==> src/rtl/nst_pkg.sv <==
// Shared types and codes of the node slot table.
`default_nettype none

package nst_pkg;

	// Command codes carried by an input item
	typedef enum logic [2:0] {
		CMD_ALLOCATE   = 3'd0,
		CMD_NEXT       = 3'd1,
		CMD_FIND_ALIAS = 3'd2,
		CMD_FIND_ID    = 3'd3,
		CMD_TICK       = 3'd4,
		CMD_SET_ALIAS  = 3'd5
	} cmd_t;

	// Sequencer states
	typedef enum logic {
		ST_IDLE = 1'b0,
		ST_RUN  = 1'b1
	} state_t;

	// Field widths fixed by the item format
	localparam int unsigned ID_W    = 64;
	localparam int unsigned ALIAS_W = 12;
	localparam int unsigned TICKS_W = 16;

	// One stored slot
	typedef struct packed {
		logic [ID_W-1:0]    id;
		logic [ALIAS_W-1:0] alias_val;
		logic [TICKS_W-1:0] ticks;
	} entry_t;

endpackage

`default_nettype wire

==> src/rtl/nst_if.sv <==
// Request and response channel interfaces of the node slot table.
`default_nettype none

interface nst_req_if;
	logic        valid;
	logic        ready;
	logic [2:0]  command;
	logic [63:0] node_id;
	logic [11:0] alias_in;
	logic [2:0]  slot_in;

	modport source (output valid, command, node_id, alias_in, slot_in, input ready);
	modport sink (input valid, command, node_id, alias_in, slot_in, output ready);
endinterface

interface nst_rsp_if;
	logic        valid;
	logic        ready;
	logic        found;
	logic [2:0]  slot_out;
	logic [63:0] id_out;
	logic [11:0] alias_out;
	logic [15:0] ticks_out;
	logic [3:0]  active_count;
	logic [15:0] send_timeout;

	modport source (output valid, found, slot_out, id_out, alias_out, ticks_out,
		active_count, send_timeout, input ready);
	modport sink (input valid, found, slot_out, id_out, alias_out, ticks_out,
		active_count, send_timeout, output ready);
endinterface

`default_nettype wire

==> src/rtl/node_slot_table.sv <==
// Node slot table: allocate, round-robin, lookup, tick and alias write over a slot memory.
//
// The table holds SLOT_COUNT slots in one synchronous memory (one write and one
// read port, registered read). Slots fill in order and are never freed, so
// slots 0 to count-1 are active. One item is worked at a time: allocate, unused
// commands, and next active or set alias that return no slot load a result
// without a memory read, next active and set alias that return a slot first
// read that slot, and find alias, find id and tick scan the active slots, since
// the single read port visits one active slot per cycle. A new item is accepted
// the cycle after the result is loaded into the output register, even while
// that result still waits to be taken. Memory contents are not cleared at
// reset; only active slots are ever read.
`default_nettype none

module node_slot_table #(
	parameter int unsigned SLOT_COUNT = 8
) (
	input wire logic  clk,
	input wire logic  arst_n,
	nst_req_if.sink   req,
	nst_rsp_if.source rsp
);

	localparam int unsigned SW = (SLOT_COUNT > 1) ? $clog2(SLOT_COUNT) : 1;
	localparam int unsigned CW = $clog2(SLOT_COUNT + 1);
	localparam int unsigned XW = CW + 3;

	// Slot memory
	nst_pkg::entry_t mem [SLOT_COUNT];

	// Control state
	nst_pkg::state_t state_q, state_d;
	nst_pkg::cmd_t   cmd_q;
	logic [CW-1:0]   count_q;
	logic [SW-1:0]   rr_q;
	logic [15:0]     timeout_q;
	logic [CW-1:0]   rem_q;
	logic [SW-1:0]   addr_q;
	logic            rv_s1;
	logic            rsp_valid_q;

	// Latched item payload
	logic [63:0] id_q;
	logic [11:0] alias_q;

	// Read stage
	nst_pkg::entry_t rd_data_s1;
	logic [SW-1:0]   ridx_s1;

	// Output register payload
	logic        found_q;
	logic [2:0]  slot_out_q;
	logic [63:0] id_out_q;
	logic [11:0] alias_out_q;
	logic [15:0] ticks_out_q;
	logic [3:0]  count_out_q;
	logic [15:0] timeout_out_q;

	// Combinational control
	logic            accept;
	logic            hit;
	logic            fin;
	logic            done;
	logic            out_free;
	logic            alloc_ok;
	logic            rd_en;
	logic            wr_en;
	logic [SW-1:0]   wr_addr;
	nst_pkg::entry_t wr_data;
	logic            res_found;
	logic [2:0]      res_slot;
	logic [63:0]     res_id;
	logic [11:0]     res_alias;
	logic [15:0]     res_ticks;
	logic [CW-1:0]   count_nx;
	logic [15:0]     timeout_nx;
	logic [SW-1:0]   rr_nx;
	logic [CW:0]     rr_inc;
	logic            slot_ok;
	logic [CW-1:0]   rem_init;
	logic [SW-1:0]   addr_init;
	nst_pkg::cmd_t   cmd_in;

	assign cmd_in   = nst_pkg::cmd_t'(req.command);
	assign out_free = !rsp_valid_q || rsp.ready;
	assign accept   = req.valid && req.ready;
	assign slot_ok  = XW'(req.slot_in) < XW'(count_q);
	assign rr_inc   = (CW + 1)'(rr_q) + (CW + 1)'(1);

	// Decide scan length and start address of a new item
	always_comb begin
		rem_init  = '0;
		addr_init = '0;
		case (cmd_in)
			nst_pkg::CMD_NEXT: begin
				addr_init = rr_q;
				rem_init  = (count_q != '0) ? CW'(1) : '0;
			end
			nst_pkg::CMD_FIND_ALIAS, nst_pkg::CMD_FIND_ID, nst_pkg::CMD_TICK: begin
				rem_init = count_q;
			end
			nst_pkg::CMD_SET_ALIAS: begin
				addr_init = SW'(req.slot_in);
				rem_init  = slot_ok ? CW'(1) : '0;
			end
			default: begin
				rem_init = '0;
			end
		endcase
	end

	// Sequence the item: issue reads, compare, write back, finish
	always_comb begin
		state_d   = state_q;
		req.ready = (state_q == nst_pkg::ST_IDLE);
		hit       = 1'b0;
		case (cmd_q)
			nst_pkg::CMD_NEXT, nst_pkg::CMD_SET_ALIAS: hit = 1'b1;
			nst_pkg::CMD_FIND_ALIAS: hit = (rd_data_s1.alias_val == alias_q);
			nst_pkg::CMD_FIND_ID:    hit = (rd_data_s1.id == id_q);
			default:                 hit = 1'b0;
		endcase

		alloc_ok = (cmd_q == nst_pkg::CMD_ALLOCATE) && (count_q < CW'(SLOT_COUNT));
		fin      = (state_q == nst_pkg::ST_RUN)
			&& ((rv_s1 && hit) || (rem_q == '0 && !rv_s1));
		done     = fin && out_free;
		rd_en    = (state_q == nst_pkg::ST_RUN) && !fin && (rem_q != '0);

		// Result of the finishing item
		res_found = (rv_s1 && hit) || alloc_ok;
		res_slot  = '0;
		res_id    = '0;
		res_alias = '0;
		res_ticks = '0;
		if (alloc_ok) begin
			res_slot = 3'(SW'(count_q));
			res_id   = id_q;
		end else if (rv_s1 && hit) begin
			res_slot  = 3'(ridx_s1);
			res_id    = rd_data_s1.id;
			res_alias = (cmd_q == nst_pkg::CMD_SET_ALIAS) ? alias_q : rd_data_s1.alias_val;
			res_ticks = rd_data_s1.ticks;
		end

		count_nx   = alloc_ok ? count_q + CW'(1) : count_q;
		timeout_nx = (cmd_q == nst_pkg::CMD_TICK) ? timeout_q + 16'd1 : timeout_q;
		rr_nx      = (rr_inc >= (CW + 1)'(count_q)) ? '0 : SW'(rr_inc);

		// Write back: tick per visited slot, alias or new slot on finish
		wr_en   = 1'b0;
		wr_addr = ridx_s1;
		wr_data = rd_data_s1;
		if (state_q == nst_pkg::ST_RUN) begin
			if (cmd_q == nst_pkg::CMD_TICK && rv_s1) begin
				wr_en         = 1'b1;
				wr_data.ticks = rd_data_s1.ticks + 16'd1;
			end else if (cmd_q == nst_pkg::CMD_SET_ALIAS && rv_s1 && done) begin
				wr_en             = 1'b1;
				wr_data.alias_val = alias_q;
			end else if (alloc_ok && done) begin
				wr_en     = 1'b1;
				wr_addr   = SW'(count_q);
				wr_data   = '{id: id_q, alias_val: '0, ticks: '0};
			end
		end

		case (state_q)
			nst_pkg::ST_IDLE: begin
				if (accept) begin
					state_d = nst_pkg::ST_RUN;
				end
			end
			nst_pkg::ST_RUN: begin
				if (done) begin
					state_d = nst_pkg::ST_IDLE;
				end
			end
			default: begin
				state_d = nst_pkg::ST_IDLE;
			end
		endcase
	end

	// Hold the sequencer state
	always_ff @(posedge clk or negedge arst_n) begin
		if (!arst_n) begin
			state_q <= nst_pkg::ST_IDLE;
		end else begin
			state_q <= state_d;
		end
	end

	// Advance control registers
	always_ff @(posedge clk or negedge arst_n) begin
		if (!arst_n) begin
			cmd_q       <= nst_pkg::CMD_ALLOCATE;
			count_q     <= '0;
			rr_q        <= '0;
			timeout_q   <= '0;
			rem_q       <= '0;
			addr_q      <= '0;
			rv_s1       <= 1'b0;
			rsp_valid_q <= 1'b0;
		end else begin
			// Raise valid on a loaded result, drop it once the item is taken
			if (done) begin
				rsp_valid_q <= 1'b1;
			end else if (rsp.ready) begin
				rsp_valid_q <= 1'b0;
			end
			if (accept) begin
				cmd_q  <= cmd_in;
				rem_q  <= rem_init;
				addr_q <= addr_init;
				rv_s1  <= 1'b0;
			end else if (done) begin
				rv_s1       <= 1'b0;
				count_q     <= count_nx;
				timeout_q   <= timeout_nx;
				if (cmd_q == nst_pkg::CMD_NEXT && rv_s1) begin
					rr_q <= rr_nx;
				end
			end else if (state_q == nst_pkg::ST_RUN && !fin) begin
				rv_s1 <= rd_en;
				if (rd_en) begin
					rem_q  <= rem_q - CW'(1);
					addr_q <= addr_q + SW'(1);
				end
			end
		end
	end

	// Latch the item payload and load the output register
	always_ff @(posedge clk) begin
		if (accept) begin
			id_q    <= req.node_id;
			alias_q <= req.alias_in;
		end
		if (done) begin
			found_q       <= res_found;
			slot_out_q    <= res_slot;
			id_out_q      <= res_id;
			alias_out_q   <= res_alias;
			ticks_out_q   <= res_ticks;
			count_out_q   <= 4'(count_nx);
			timeout_out_q <= timeout_nx;
		end
	end

	// Slot memory: one write and one registered read per cycle, never the same
	// entry in one cycle, so no forwarding is needed
	always_ff @(posedge clk) begin
		if (wr_en) begin
			mem[wr_addr] <= wr_data;
		end
		if (rd_en) begin
			rd_data_s1 <= mem[addr_q];
			ridx_s1    <= addr_q;
		end
	end

	// Drive the response channel
	assign rsp.valid        = rsp_valid_q;
	assign rsp.found        = found_q;
	assign rsp.slot_out     = slot_out_q;
	assign rsp.id_out       = id_out_q;
	assign rsp.alias_out    = alias_out_q;
	assign rsp.ticks_out    = ticks_out_q;
	assign rsp.active_count = count_out_q;
	assign rsp.send_timeout = timeout_out_q;

endmodule

`default_nettype wire
==> src/flat_wrapper.sv <==
// flat-port wrapper written by rule: the top's interface ports become plain ports
module node_slot_table_flat 
#(
	parameter int unsigned SLOT_COUNT = 8
)
  (clk, arst_n, req_valid, req_command, req_node_id, req_alias_in, req_slot_in, req_ready, rsp_valid, rsp_found, rsp_slot_out, rsp_id_out, rsp_alias_out, rsp_ticks_out, rsp_active_count, rsp_send_timeout, rsp_ready);
  nst_req_if req_i ();
  nst_rsp_if rsp_i ();
  input wire logic clk;
  input wire logic arst_n;
  input wire logic [$bits(req_i.valid)-1:0] req_valid;
  input wire logic [$bits(req_i.command)-1:0] req_command;
  input wire logic [$bits(req_i.node_id)-1:0] req_node_id;
  input wire logic [$bits(req_i.alias_in)-1:0] req_alias_in;
  input wire logic [$bits(req_i.slot_in)-1:0] req_slot_in;
  output wire logic [$bits(req_i.ready)-1:0] req_ready;
  output wire logic [$bits(rsp_i.valid)-1:0] rsp_valid;
  output wire logic [$bits(rsp_i.found)-1:0] rsp_found;
  output wire logic [$bits(rsp_i.slot_out)-1:0] rsp_slot_out;
  output wire logic [$bits(rsp_i.id_out)-1:0] rsp_id_out;
  output wire logic [$bits(rsp_i.alias_out)-1:0] rsp_alias_out;
  output wire logic [$bits(rsp_i.ticks_out)-1:0] rsp_ticks_out;
  output wire logic [$bits(rsp_i.active_count)-1:0] rsp_active_count;
  output wire logic [$bits(rsp_i.send_timeout)-1:0] rsp_send_timeout;
  input wire logic [$bits(rsp_i.ready)-1:0] rsp_ready;
  assign req_i.valid = req_valid;
  assign req_i.command = req_command;
  assign req_i.node_id = req_node_id;
  assign req_i.alias_in = req_alias_in;
  assign req_i.slot_in = req_slot_in;
  assign req_ready = req_i.ready;
  assign rsp_valid = rsp_i.valid;
  assign rsp_found = rsp_i.found;
  assign rsp_slot_out = rsp_i.slot_out;
  assign rsp_id_out = rsp_i.id_out;
  assign rsp_alias_out = rsp_i.alias_out;
  assign rsp_ticks_out = rsp_i.ticks_out;
  assign rsp_active_count = rsp_i.active_count;
  assign rsp_send_timeout = rsp_i.send_timeout;
  assign rsp_i.ready = rsp_ready;
  node_slot_table #(.SLOT_COUNT(SLOT_COUNT)) u_core (.clk(clk), .arst_n(arst_n), .req(req_i), .rsp(rsp_i));
endmodule
==> config.mk <==
export PLATFORM = sky130hd
export DESIGN_NAME = node_slot_table_flat
export DESIGN_NICKNAME = d
export VERILOG_FILES = /design/src/rtl/nst_pkg.sv /design/src/rtl/nst_if.sv /design/src/rtl/node_slot_table.sv /design/src/flat_wrapper.sv
export SDC_FILE = /design/constraint.sdc
export NUM_CORES = 1
export LEC_CHECK = 0
export ABC_AREA = 1
export BUFFER_PORTS_ARGS = -buffer_cell sky130_fd_sc_hd__buf_2
export CAP_MARGIN = 30
export CORE_UTILIZATION = 35
export CTS_CLUSTER_SIZE = 14
export DETAILED_ROUTE_END_ITERATION = 8
export GPL_TIMING_DRIVEN = 0
export PLACE_DENSITY = 0.57
export SLEW_MARGIN = 40
export SYNTH_ARGS = -nofsm -noshare
export SYNTH_HDL_FRONTEND = slang
export SYNTH_SLANG_ARGS = --single-unit
export TNS_END_PERCENT = 10
==> constraint.sdc <==
create_clock -name clk -period 6.5 [get_ports clk]
set_clock_uncertainty 0.1 [all_clocks]
set_input_delay 0.65 -clock clk [delete_from_list [all_inputs] [get_ports clk]]
set_output_delay 0.65 -clock clk [all_outputs]
set_load 0.05 [all_outputs]
==> out/metrics.yaml, run 1 <==
run_status:
  status: "finished clean"
synthesis:
  synthesis.nets: 3714
  ys_async_sr_fraction: 0.0340
  synth.area.top_cells: "edfxtp_1, nor2_1, o21ai_0, nand2_1, o22ai_1"
  synth_cell_types: 38
  ys_top_cells_by_count: "edfxtp_1, nor2_1, nand2_1"
  synth_top_area_frac: 0.713
  postSynthAreaPerCell_sq_um: 11.9
  ys.flop_type: "edfxtp_1"
  synth_edf_count: 1023
  netlist_area_sq_um: 43100
  syn_inst: 3614
  synth.most_common_cell: "edfxtp_1"
  seq_area_frac_synth: 0.734
  ys_ff_latch: 1059
  synth_top_cell_by_area: "edfxtp_1"
  yosys_warnings: 0
place:
  place_hpwl_mm: 81.6
  place.gp.congestion: 0.839
  placed_cells: 5502
  io_buffers: 203
power:
  powerDensity_nw_per_um2: 494
  power_frac_comb: 0.350
  leakage_nw: 18.5
  p_seq_frac: 0.406
  p_int_w: 0.0154
  max-vdd-ir-drop_v: 0.000297
  switching_share: 0.392
  p_sw_w: 0.00992
  clkPwrFrac: 0.244
die:
  die_y_um: 353
  start_util: 0.353
  placementRows: 128
  num_io_pins: 204
  core_area_sq_um: 122000
  die_x_um: 353
  die-area_sq_um: 125000
cells_and_area:
  syn2layout_area_growth_pct: 18.7
  layout.nets: 4094
  nFillCells: 11370
  drive_gt1_frac: 0.125
  fin_cells: 5713
setup_path:
  cp_data_arrival_time_ps: 5200
  start_kind: "flip-flop"
  critPathMaxStageDelay_ps: 590
  worst-endpoint-required_ps: 6770
  critical_path.most_common_cell: "nand2_1"
  slowest_stage: "nor2_4"
  ff2ff_path_depth: 20
  worstPathMaxFanout: 14
  worstPathCellList: "inv_1 > nand2_1 > nand2_1 > nor2_1 > nand2_1 > nor2_1 > nand2_1 > nor2_1 > nand3_1 > nand4_1 > nand3_1 > nor2_2 > buf_4 > nand3_1 > nand2_1 > nand2_1 > nor2_4 > buf_8 > buf_16 > buf_8"
  cp-end-kind: "flip-flop"
  path_class: "flip-flop to flip-flop"
timing:
  worstMarginPinSlew_ps: 865
  tns_ps: 0
  maxClockFrequency_mhz: 203
  relSlewSlack: 0.420
  rsz0062_at_grt: "false"
  min_period_over_period: 0.758
  finalHoldViolCount: 0
  min_period_ps: 4930
  setup_viol: 0
  finalMaxSlewViolations: 0
  holdWs_ps: 40.4
min_path:
  hold_path_class: "input port to flip-flop"
  hold_path_depth: 1
detailed_routing:
  vias: 28528
  firstDrtPassIters: 7
  wirelength_mm: 119
  drt_iter0_drc: 2626
  vias_per_cell: 4.99
  wire_per_inst_um: 20.8
  post-route-drc-count: 0
  ant_nets: 0
global_route:
  grt_pass1_vias: 27410
  grt_antenna_before_repair: 4
  overflow: 0
  grt_usage: 0.188
  grt_first_pass_wirelength_mm: 176
  grt_max_degree: 61
cts:
  hold_buffers: 7
  htree_levels: 3
  cts_tree: "done"
  insertion_delay_ps: 700
  cts_made_buffers: 107
  clockBufferDepth: 3
  post_cts_resized: 0
  postCtsSetupBuffers: 0
  clock-sinks: 1059
  clkTransAtPathRegs_ps: 70
  root_buffer: "clkbuf_16"
run:
  maxCapViolations: 0
==> flip-flops by register name, summed over array words and instances (netlist names), 4 cells and up <==
| name | flops |
|---|---|
| u_core.timeout_q | 16 |
| u_core.rem_q | 4 |
| u_core.rsp.send_timeout | 16 |
| u_core.rsp.id_out | 64 |
| u_core.rd_data_s1 | 92 |
| u_core.rsp.active_count | 4 |
| u_core.alias_q | 12 |
| u_core.mem | 736 |
| u_core.count_q | 4 |
| u_core.rsp.alias_out | 12 |
| u_core.id_q | 64 |
| u_core.rsp.ticks_out | 16 |
==> worst max-delay path: cells and delay by family, from the launching register on <==
family,cells,cell delay [ps]
buffers and inverters,5,920
DFF,1,430
and+or+nand+nor,15,3120
==> cell type report <==
cell class	count	area, sq um	share of cell area
Sequential cell	1059	31600	0.618
Tap cell	1625	2030	0.0397
Buffer	187	796	0.0155
Antenna cell	1	2.50	0.0000489
Inverter	237	897	0.0175
Timing Repair Buffer	271	2420	0.0473
Clock inverter	79	759	0.0148
Multi-Input combinational cell	2131	9880	0.193
Clock buffer	123	2770	0.0541
==> placed cells by master, fill, tap and decap left out, drive strengths merged, types with 3 or more instances in the layout <==
| master | synthesis | final |
|---|---|---|
| o21ai | 489 | 489 |
| clkinvlp | 0 | 4 |
| o22ai | 164 | 164 |
| nor2 | 796 | 796 |
| ha | 14 | 14 |
| a21oi | 13 | 13 |
| nand2 | 421 | 421 |
| dlygate4sd3 | 0 | 7 |
| nor3 | 18 | 18 |
| clkinv | 2 | 61 |
| buf | 49 | 313 |
| nand3 | 56 | 56 |
| clkbuf | 138 | 261 |
| xor2 | 21 | 21 |
| bufinv | 0 | 11 |
| a31oi | 97 | 97 |
| edfxtp | 1023 | 1023 |
| inv | 235 | 240 |
| a211oi | 12 | 12 |
| nand4 | 19 | 19 |
| xnor2 | 3 | 3 |
| dfrtp | 36 | 36 |
==> power groups by stage <==
stage	clock network (W)	registers, W	logic (W)
global placement	0	0.0106	0.00852
CTS	0.00629	0.0103	0.00890
global route	0.00655	0.0104	0.00971
finish	0.00618	0.0103	0.00885
detailed placement	0	0.0104	0.00886
floorplan	0	0.0113	0.00463
==> through the flow <==
step                      cell area, sq um  utilization  power, W  setup WS, ps
after global routing                 51200        0.419    0.0266          1420
final                                51200        0.419    0.0253          1570
after detailed placement             47600        0.390    0.0193          1610
after CTS                            51200        0.419    0.0255          1580
after floorplan                      43100            -    0.0159           379
after global placement               46200        0.378    0.0191         -5030
==> logic make-up after synthesis <==
family                   count (synthesis)  synth area share
adder cells (fa/ha/maj)                 14           0.00406
buffers and inverters                  424            0.0385
AO/OA/AOI/OAI                          779            0.0990
AND/OR/NAND/NOR                       1314             0.120
XOR/XNOR                                24           0.00488
flip-flops                            1059             0.734
==> final timing paths <==
check / end / slack, ps / startpoint
worst max-delay path: u_core.mem[3][44] / 1570 / u_core.rd_data_s1[50]
worst min-delay path: u_core.id_q[58] / 40 / req_node_id[58]
worst min register to register: u_core.ridx_s1[2] / 370 / u_core.addr_q[2]
min in group asynchronous: u_core.timeout_q[10] / 370 / arst_n
worst max register to register: u_core.mem[3][44] / 1570 / u_core.rd_data_s1[50]
max in group asynchronous: u_core.rr_q[2] / 5580 / arst_n
==> layer usage <==
metal,GRT usage,part of all wire,vias to the layer above
met3,0.0268,0.062,131
met1,0.259,0.44,13899
met2,0.311,0.48,905
li1,-,-,13593
met5,0,0,-
met4,0.0491,0.021,0
Power figures use the tool's default switching activity.
==> inputs of run 2 (changes only) <==
- clock period: 6.5 -> 4 ns (I/O delays scaled with it)
==> out/metrics.yaml, run 2 (synthesis gave the netlist of run 1 again) <==
run_status:
  status: "finished clean"  # unchanged
setup_path:
  cp_data_arrival_time_ps: 4170  # was 5200 ps
  path_class: "flip-flop to flip-flop"  # unchanged
  critical_path.most_common_cell: "nand2_1"  # unchanged
  rr_startpoint: "u_core.id_q[23]"  # was u_core.rd_data_s1[50]
  worstPathCellList: "inv_1 > nand2_1 > nand2_1 > nor2_1 > nand2_1 > nor2_4 > nand2_1 > nor2_4 > nand3_1 > nand4_1 > nand3_1 > nor2_2 > buf_6 > nand3_1 > nand2_1 > nand2_1 > nor2_4 > buf_8 > buf_16 > buf_16 > buf_16"  # was inv_1 > nand2_1 > nand2_1 > nor2_1 > nand2_1 > nor2_1 > nand2_1 > nor2_1 > nand3_1 > nand4_1 > nand3_1 > nor2_2 > buf_4 > nand3_1 > nand2_1 > nand2_1 > nor2_4 > buf_8 > buf_16 > buf_8
  ff2ff_path_depth: 21  # was 20
  critPathMaxStageDelay_ps: 500  # was 590 ps
  slowest_stage: "edfxtp_1"  # was nor2_4
  rrSetupSlack_ps: 100  # was 1570 ps
  regToRegEndpoint: "u_core.mem[0][67]"  # was u_core.mem[3][44]
  start_kind: "flip-flop"  # unchanged
  cp-end-kind: "flip-flop"  # unchanged
  worst-endpoint-required_ps: 4270  # was 6770 ps
  worstPathMaxFanout: 13  # was 14
power:
  leakage_nw: 18.8  # was 18.5 nW
  powerDensity_nw_per_um2: 788  # was 494 nW/um^2
  max-vdd-ir-drop_v: 0.000570  # was 0.000297 V
cells_and_area:
  fin_cells: 5795  # was 5,713
  final_common_cell: "edfxtp_1"  # unchanged
  fin_area_sq_um: 52100  # was 51,200 sq um
  top_register: "u_core.mem"  # unchanged
  final_cell_mix: "edfxtp_1, nor2_1, nand2_1, o21ai_0, buf_2"  # unchanged
  drive_gt1_frac: 0.128  # was 0.125
  syn2layout_area_growth_pct: 20.8  # was 18.7%
  largest_reg_flops: 736  # unchanged
  reg_top3: "u_core.mem (736), u_core.rd_data_s1 (92)"  # unchanged
  layout.nets: 4177  # was 4,094
timing:
  finalMaxSlewViolations: 0  # unchanged
  min_period_ps: 3900  # was 4930 ps
  worstMarginPinSlew_ps: 889  # was 865 ps
  maxClockFrequency_mhz: 257  # was 203 MHz
  relSlewSlack: 0.407  # was 0.420
  min_period_over_period: 0.974  # was 0.758
  rsz0062_at_grt: "true"  # was false
  finalHoldViolCount: 0  # unchanged
  tns_ps: 0  # unchanged
  setup_viol: 0  # unchanged
global_route:
  grt_pass1_vias: 28002  # was 27,410
  grt_first_pass_wirelength_mm: 175  # was 176 mm
  grt_max_degree: 69  # was 61
  grt_antenna_before_repair: 1  # was 4
  grt_usage: 0.186  # was 0.188
  overflow: 0  # unchanged
cts:
  cts_tree: "done"  # unchanged
  clockBufferDepth: 3  # unchanged
  root_buffer: "clkbuf_16"  # unchanged
  htree_levels: 3  # unchanged
  cts_made_buffers: 107  # unchanged
  insertion_delay_ps: 680  # was 700 ps
  clock-sinks: 1059  # unchanged
  clkTransAtPathRegs_ps: 60  # was 70 ps
die:
  start_util: 0.353  # unchanged
  die_y_um: 353  # unchanged
  num_io_pins: 204  # unchanged
  die-area_sq_um: 125000  # unchanged
  placementRows: 128  # unchanged
  die_x_um: 353  # unchanged
  core_area_sq_um: 122000  # unchanged
min_path:
  holdPathEnd: "u_core.addr_q[2]"  # was u_core.id_q[58]
  worstHoldStart: "req_slot_in[2]"  # was req_node_id[58]
  hold_path_depth: 5  # was 1
  hold_path_class: "input port to flip-flop"  # unchanged
run:
  maxCapViolations: 0  # unchanged
detailed_routing:
  firstDrtPassIters: 6  # was 7
  vias_per_cell: 5.02  # was 4.99
  wirelength_mm: 119  # about the same
  vias: 29075  # was 28,528
  post-route-drc-count: 0  # unchanged
  drt_iter0_drc: 2658  # was 2,626
  ant_nets: 0  # unchanged
  wire_per_inst_um: 20.5  # was 20.8 um
place:
  place.gp.congestion: 0.837  # was 0.839
  place_hpwl_mm: 81.1  # was 81.6 mm
  io_buffers: 203  # unchanged
  dpl_cell_area_sq_um: 47600  # about the same
  placed_cells: 5499  # was 5,502
## run 2: layout make-up
cell class / instances / area [sq um]
fill: 11247 / 70000
buffer: 187 / 805
sequential: 1059 / 31600
timing repair buffer: 354 / 3270
tap: 1625 / 2030
clock buffer: 127 / 2830
inverter: 237 / 898
multi-input combinational: 2131 / 9960
antenna: 2 / 5.00
clock inverter: 73 / 658
## run 2: worst max path at each step
stage	from	endpoint	slack (ps)	depth (start not counted)
2_1_floorplan	u_core.rd_data_s1[36]	u_core.mem[0][0]	-620	16
3_3_place_gp	u_core.id_q[22]	u_core.mem[7][45]	-4330	17
3_5_place_dp	u_core.id_q[22]	u_core.mem[5][46]	-820	21
4_1_cts	u_core.cmd_q[0]	u_core.mem[0][67]	10	21
5_1_grt	u_core.id_q[22]	u_core.mem[0][33]	-1	17
6_report	u_core.id_q[23]	u_core.mem[0][67]	100	21
## run 2: stage by stage
stage / total power, W / hold WS, ps / utilization / setup WS (ps)
final: 0.0411 / 59.1 / 0.427 / 105
after global routing: 0.0432 / 80.0 / 0.427 / -1.50
after CTS: 0.0413 / 10.1 / 0.426 / 10.0
after detailed placement: 0.0312 / 303 / 0.390 / -825
after global placement: 0.0308 / 367 / 0.378 / -4330
after floorplan: 0.0259 / 4.41 / - / -617
## run 2: timing repair
action,in CTS,in global routing
resized for setup,13,14
setup buffers,12,0
pin swaps,9,2
setup endpoints to repair,973,235
endpoints found under the hold margin,117,0
hold buffers,82,0
## run 2: per-layer routing
layer | vias up | part of all wire | global-route usage
met5 | - | 0 | 0
met4 | 0 | 0.027 | 0.0553
met1 | 14205 | 0.44 | 0.256
li1 | 13758 | - | -
met3 | 171 | 0.059 | 0.0248
met2 | 941 | 0.48 | 0.307
## run 2: worst max-delay path: cells and delay by family (launching register included)
family                 cells  cell delay (ps)
and+or+nand+nor           15             2010
buffers and inverters      6              960
DFF                        1              500
## run 2: where the power goes
part | switching [W] | leakage [nW] | internal, W
clock network | 0.00427 | 1.68 | 0.00569
registers | 0.000942 | 9.80 | 0.0158
logic | 0.0108 | 7.32 | 0.00355
total | 0.0160 | 18.8 | 0.0250
